## src/sv/transitive_closure_cycle_check_core_macros.svh

```systemverilog
// Assertion macros for the transitive closure cycle check core.
// Used by the top level; relies on clk and rst_n being in scope.
`ifndef TRANSITIVE_CLOSURE_CYCLE_CHECK_CORE_MACROS_SVH
`define TRANSITIVE_CLOSURE_CYCLE_CHECK_CORE_MACROS_SVH

// Consequent must hold in the same cycle as the antecedent.
`define TCCC_ASSERT_NOW(label, ante, cons, msg) \
    label: assert property (@(posedge clk) disable iff (!rst_n) (ante) |-> (cons)) \
        else $error(msg);

// Consequent must hold in the cycle after the antecedent.
`define TCCC_ASSERT_NEXT(label, ante, cons, msg) \
    label: assert property (@(posedge clk) disable iff (!rst_n) (ante) |=> (cons)) \
        else $error(msg);

`endif

```

## src/sv/tccc_pkg.sv

```systemverilog
// Shared types and codes for the transitive closure cycle check core.
// No dependencies; imported by the controller, datapath and top level.
package tccc_pkg;

    localparam logic CMD_ADD_EDGE = 1'b0;
    localparam logic CMD_CHECK    = 1'b1;

    localparam logic [1:0] STATUS_ADDED   = 2'd0;
    localparam logic [1:0] STATUS_FULL    = 2'd1;
    localparam logic [1:0] STATUS_NO_LOOP = 2'd2;
    localparam logic [1:0] STATUS_LOOP    = 2'd3;

    typedef struct packed {
        logic        command;
        logic [15:0] caller_id;
        logic [15:0] callee_id;
    } tccc_req_t;

    typedef struct packed {
        logic [1:0]  status;
        logic [15:0] first_id;
        logic [15:0] second_id;
    } tccc_rsp_t;

    typedef enum logic [4:0] {
        OP_NONE,
        OP_LOAD,
        OP_SCAN,
        OP_DECIDE,
        OP_ADD_CE,
        OP_ROW1_RD,
        OP_ROW1_WR,
        OP_ROW2_RD,
        OP_ROW2_WR,
        OP_CL_RDK,
        OP_CL_LDK,
        OP_CL_ROW,
        OP_K_NEXT,
        OP_CHK_INIT,
        OP_CHK_RDI,
        OP_CHK_LDI,
        OP_CHK_ROW,
        OP_I_NEXT,
        OP_ID1_RD,
        OP_ID1_LD,
        OP_ID2_LD,
        OP_SET_NOLOOP,
        OP_PUSH
    } dp_op_t;

    typedef struct packed {
        dp_op_t op;
    } dp_cmd_t;

    typedef struct packed {
        logic is_check;
        logic count_zero;
        logic i_at_end;
        logic j_at_end;
        logic full;
        logic one_row;
        logic k_last;
        logic small_graph;
        logic hit;
        logic i_last;
        logic out_free;
    } dp_status_t;

    typedef enum logic [4:0] {
        S_IDLE,
        S_DISPATCH,
        S_SCAN,
        S_DECIDE,
        S_ADD_CE,
        S_ROW1_RD,
        S_ROW1_WR,
        S_ROW2_RD,
        S_ROW2_WR,
        S_CL_RDK,
        S_CL_LDK,
        S_CL_ROW,
        S_CHK_START,
        S_CHK_RDI,
        S_CHK_LDI,
        S_CHK_ROW,
        S_CHK_NEXT,
        S_ID1_RD,
        S_ID1_LD,
        S_ID2_LD,
        S_DONE
    } ctrl_state_t;

endpackage

```

## src/sv/tccc_ctrl.sv

```systemverilog
// Sequencing state machine for the transitive closure cycle check core.
// Depends on tccc_pkg; drives datapath operations from datapath status.
module tccc_ctrl
    import tccc_pkg::*;
(
    input  logic       clk,
    input  logic       rst_n,
    input  logic       req_valid,
    output logic       req_ready,
    input  dp_status_t sts,
    output dp_cmd_t    cmd
);

    ctrl_state_t state_reg;
    ctrl_state_t state_next;

    always_ff @(posedge clk or negedge rst_n)
    begin
        if (!rst_n)
        begin
            state_reg <= S_IDLE;
        end
        else
        begin
            state_reg <= state_next;
        end
    end

    always_comb
    begin
        state_next = state_reg;
        cmd.op     = OP_NONE;
        req_ready  = 1'b0;
        case (state_reg)
            S_IDLE:
            begin
                req_ready = 1'b1;
                if (req_valid)
                begin
                    cmd.op     = OP_LOAD;
                    state_next = S_DISPATCH;
                end
            end
            S_DISPATCH:
            begin
                if (!sts.is_check)
                begin
                    state_next = S_SCAN;
                end
                else if (sts.count_zero)
                begin
                    state_next = S_CHK_START;
                end
                else
                begin
                    state_next = S_CL_RDK;
                end
            end
            S_SCAN:
            begin
                // The compare of the last entry read lands in the cycle that leaves.
                if (!sts.i_at_end)
                begin
                    cmd.op = OP_SCAN;
                end
                else
                begin
                    state_next = S_DECIDE;
                end
            end
            S_DECIDE:
            begin
                cmd.op     = OP_DECIDE;
                state_next = sts.full ? S_DONE : S_ADD_CE;
            end
            S_ADD_CE:
            begin
                cmd.op     = OP_ADD_CE;
                state_next = S_ROW1_RD;
            end
            S_ROW1_RD:
            begin
                cmd.op     = OP_ROW1_RD;
                state_next = S_ROW1_WR;
            end
            S_ROW1_WR:
            begin
                cmd.op     = OP_ROW1_WR;
                state_next = sts.one_row ? S_DONE : S_ROW2_RD;
            end
            S_ROW2_RD:
            begin
                cmd.op     = OP_ROW2_RD;
                state_next = S_ROW2_WR;
            end
            S_ROW2_WR:
            begin
                cmd.op     = OP_ROW2_WR;
                state_next = S_DONE;
            end
            S_CL_RDK:
            begin
                cmd.op     = OP_CL_RDK;
                state_next = S_CL_LDK;
            end
            S_CL_LDK:
            begin
                cmd.op     = OP_CL_LDK;
                state_next = S_CL_ROW;
            end
            S_CL_ROW:
            begin
                if (!sts.i_at_end)
                begin
                    cmd.op = OP_CL_ROW;
                end
                else if (sts.k_last)
                begin
                    state_next = S_CHK_START;
                end
                else
                begin
                    cmd.op     = OP_K_NEXT;
                    state_next = S_CL_RDK;
                end
            end
            S_CHK_START:
            begin
                if (sts.small_graph)
                begin
                    cmd.op     = OP_SET_NOLOOP;
                    state_next = S_DONE;
                end
                else
                begin
                    cmd.op     = OP_CHK_INIT;
                    state_next = S_CHK_RDI;
                end
            end
            S_CHK_RDI:
            begin
                cmd.op     = OP_CHK_RDI;
                state_next = S_CHK_LDI;
            end
            S_CHK_LDI:
            begin
                cmd.op     = OP_CHK_LDI;
                state_next = S_CHK_ROW;
            end
            S_CHK_ROW:
            begin
                if (!sts.j_at_end)
                begin
                    cmd.op = OP_CHK_ROW;
                end
                else
                begin
                    state_next = S_CHK_NEXT;
                end
            end
            S_CHK_NEXT:
            begin
                if (sts.hit)
                begin
                    state_next = S_ID1_RD;
                end
                else if (sts.i_last)
                begin
                    cmd.op     = OP_SET_NOLOOP;
                    state_next = S_DONE;
                end
                else
                begin
                    cmd.op     = OP_I_NEXT;
                    state_next = S_CHK_RDI;
                end
            end
            S_ID1_RD:
            begin
                cmd.op     = OP_ID1_RD;
                state_next = S_ID1_LD;
            end
            S_ID1_LD:
            begin
                cmd.op     = OP_ID1_LD;
                state_next = S_ID2_LD;
            end
            S_ID2_LD:
            begin
                cmd.op     = OP_ID2_LD;
                state_next = S_DONE;
            end
            S_DONE:
            begin
                if (sts.out_free)
                begin
                    cmd.op     = OP_PUSH;
                    state_next = S_IDLE;
                end
            end
            default:
            begin
                state_next = S_IDLE;
            end
        endcase
    end

endmodule

```

## config.mk

```make
export PLATFORM = sky130hd
export DESIGN_NAME = tccc_ctrl
export DESIGN_NICKNAME = d
export VERILOG_FILES = /design/src/sv/transitive_closure_cycle_check_core_macros.svh /design/src/sv/tccc_pkg.sv /design/src/sv/tccc_ctrl.sv
export SDC_FILE = /design/constraint.sdc
export NUM_CORES = 1
export LEC_CHECK = 0
export BUFFER_PORTS_ARGS = -buffer_cell sky130_fd_sc_hd__buf_2
export CORE_MARGIN = 2
export CORE_UTILIZATION = 53
export CTS_CLUSTER_DIAMETER = 80
export DETAILED_ROUTE_END_ITERATION = 10
export HOLD_SLACK_MARGIN = 0.08
export PLACE_DENSITY_LB_ADDON = 0.05
export SETUP_SLACK_MARGIN = 0.02
export SKIP_LAST_GASP = 1
export SYNTH_ARGS = -nofsm -noshare
export SYNTH_HDL_FRONTEND = slang
export SYNTH_SLANG_ARGS = --single-unit
```

## constraint.sdc

```tcl
create_clock -name clk -period 4.7 [get_ports clk]
set_input_delay 0.235 -clock clk [delete_from_list [all_inputs] [get_ports clk]]
set_output_delay 0.235 -clock clk [all_outputs]
set_load 0.01 [all_outputs]
```

==> results.toml <==
[yosys]
synth_top_cells_by_area = "dfrtp_1 15%, a21oi_1 8.7%, o21ai_0 5.2%"
syn_inst = 125
dominant_cell_type_by_area_after_synthesis = "dfrtp_1"
synth_top_family_by_area = "compound AO/OA/AOI/OAI gates"
adder_and_majority_cell_fraction_of_the_synthesized_area = 0
yosys_register_bits = 5
syn_nets = 139
post_synth_num_cell_types = 47
synth_area_per_cell_sq_um = 6.90
ys_seq_area_frac = 0.145
synth_compound_gate_area_share = 0.369
synthesis.area_sq_um = 862
synth_flop_cell = "dfrtp_1"
synth_enable_flop_cells = 0
share_of_synthesized_cell_area_in_and_or_nand_and_nor_gates = 0.345
xor_xnor_portion_of_the_synthesized_cell_area = 0.0203
synthesis.yosys.warnings = 0
synth_top_area_frac = 0.145
async_flop_share = 1.00
synthMuxAreaShare = 0.0116

[clock_network]
htreeDepth = 1
clock_tree.root_cell = "clkbuf_4"
numClockSinks = 5
clk_pin_slew_worst_paths_ps = 50
number_of_cts_inserted_buffers = 3
clkLatencyLatePin_ps = 250
tritoncts_clock_tree = "yes"
post_cts_resize_count = 0
clockBufferDepth = 2
postCtsSetupRepairBufs = 0

[critical_path]
criticalPathCategory = "reg2out"
crit_path_max_incr_delay_ps = 670
worstPathArrival_ps = 2150
worst-endpoint-required_ps = 4470
worstSetupStartpointType = "flip-flop"
worst-path-max-fanout = 26
crit_path_end_kind = "output pin"
timing.critical_path.cells = "or2_4 -> nor4_1 -> nand2_1 -> o311ai_0 -> buf_2"
critical-path-slowest-cell = "dfrtp_1"

[timing]
grt_setup_unrepaired = "false"
finalSetupTns_ps = 0
worstMarginPinSlew_ps = 800
final.setup_skew_ps = 3.78
timing.final.crit_period_ps = 2390
timing.final.ws_setup_ps = 2310
worst_slew_margin_rel = 0.466
finalSetupViolations = 0
finalHoldViolations = 0
max_clock_freq_mhz = 419
timing_max_transition_violations_final = 0
final.period_utilization = 0.508

[finish]
register_area_sq_um = 125
finish.cell_count_without_fillers = 154
layout_commonest_cell = "buf_2"
drive_above_1_share = 0.217
area_growth_pct = 9.29
multiInputGateArea_sq_um = 643
largest_reg_flops = 5
mostFrequentLayoutCells = "19 x buf_2, 15 x a21oi_1, 11 x nor2_1"
n_antenna_cell = 0
final.fill_count = 151
nNetsFinal = 153

[floorplanning]
io_pins = 20
core_sq_mm = 0.00152
die_width_um = 44.3
total_die_area_sq_mm = 0.00197
total_number_of_placement_rows = 14
die_h_um = 44.3
initial_core_util = 0.566

[placed_design]
detailedPlacementHpwl_um = 1800
gpl.final_weighted_congestion = 0.852
post-place-cells = 149
pre_cts_ws_ps = 2620
number_of_input_and_output_port_buffers_inserted = 19

[route]
drt.antenna.violating_nets = 0
drt-vias-per-instance = 6.58
postRouteWirelength_um = 2550
first_iter_violations = 51
detailroute.via_count = 1013
routed_wire_length_per_instance_um = 16.6
dr.pass1.iters = 4
drcViolationCount = 0

[grt]
first_global_vias = 894
antenna_found_initial = 0
gr-total-overflow = 0
pin_count_of_the_biggest_net_entering_global_routing = 27
global_route_wire_length_before_repair_um = 4160
grt.total_usage = 0.285

[worst_hold_path]
worst_hold_path_type = "in2async"

[power]
leakage_nw = 0.377
power.ir.vdd_worst_uv = 372
powerDensity_mw_per_mm2 = 698

[run]
drv_cap = 0

[status]
outcome = "finished clean"
## routing by layer
layer  vias up  routed length, um  global-route usage
met4         0                 13              0.0788
met3         2                203              0.0694
met1       467               1150               0.403
met2        49               1180               0.429
met5         -                  0                   0
li1        495                  -                   -
## per-stage QoR
step | util | power [mW] | cell area [sq um] | hold slack (ps)
after floorplan | - | 0.515 | 862 | -60.6
after global placement | 0.594 | 0.591 | 906 | 50.3
after detailed placement | 0.594 | 0.598 | 906 | 50.8
after CTS | 0.618 | 0.652 | 942 | 327
after global routing | 0.618 | 0.715 | 942 | 343
final | 0.618 | 0.658 | 942 | 316
## final timing paths
kind / slack (ps) / end / startpoint / cells past startpoint
max: 2310 / cmd[2] / state_reg[1]$_DFFE_PN0P_ / 5
min reg2reg: 850 / state_reg[0]$_DFFE_PN0P_ / state_reg[3]$_DFFE_PN0P_ / 2
min: 320 / state_reg[2]$_DFFE_PN0P_ / rst_n / 2
max in group asynchronous: 4250 / state_reg[1]$_DFFE_PN0P_ / rst_n / 2
max reg2reg: 2560 / state_reg[2]$_DFFE_PN0P_ / state_reg[1]$_DFFE_PN0P_ / 5
min in group clk: 350 / state_reg[4]$_DFFE_PN0P_ / sts[0] / 3
## final cells by class
type / instances / share of cell area
clock buffers: 4 / 0.0279
repair buffers: 20 / 0.112
multi-input cells: 103 / 0.683
inverters: 6 / 0.0239
well taps: 16 / 0.0212
flip-flops and latches: 5 / 0.133
## kinds of logic after synthesis
kind of cell | count (synthesis)
buffers and inverters | 17
muxes | 1
DFF | 5
xor gates and xnor gates | 2
AOI/OAI and AO/OA | 48
and+or+nand+nor | 52
## synth_stat cells, types with 2 or more instances
library cell  instances
a21oi_1              15
a221oi_1              2
a31oi_1               2
buf_2                 3
buf_6                 3
clkbuf_1              3
dfrtp_1               5
inv_1                 6
nand2_1              10
nand2b_1              6
nand3_1               6
nand4_1               3
nor2_1               11
nor3_1                2
nor4_1                2
o211ai_1              2
o21a_1                2
o21ai_0               9
o221ai_1              2
o22ai_1               2
o31ai_1               2
or4_4                 2
## what timing repair did
| item | CTS | global route |
|---|---|---|
| endpoints found under the hold margin | 5 | 0 |
| hold buffers | 1 | 0 |
| endpoints found under the setup margin | 0 | 0 |
## worst max-delay path, delay by kind of cell, from the launching register on
kind | cells | cell delay, ps
AO/OA/AOI/OAI | 1 | 90
AND/OR/NAND/NOR | 3 | 950
flip-flops | 1 | 670
buffers and inverters | 1 | 190
## power by group
group	internal [mW]	switching (mW)	total, mW
Clock	0.0322	0.0199	0.0522
Combinational	0.198	0.244	0.442
Sequential	0.0626	0.101	0.164
Power figures use the tool's default switching activity.
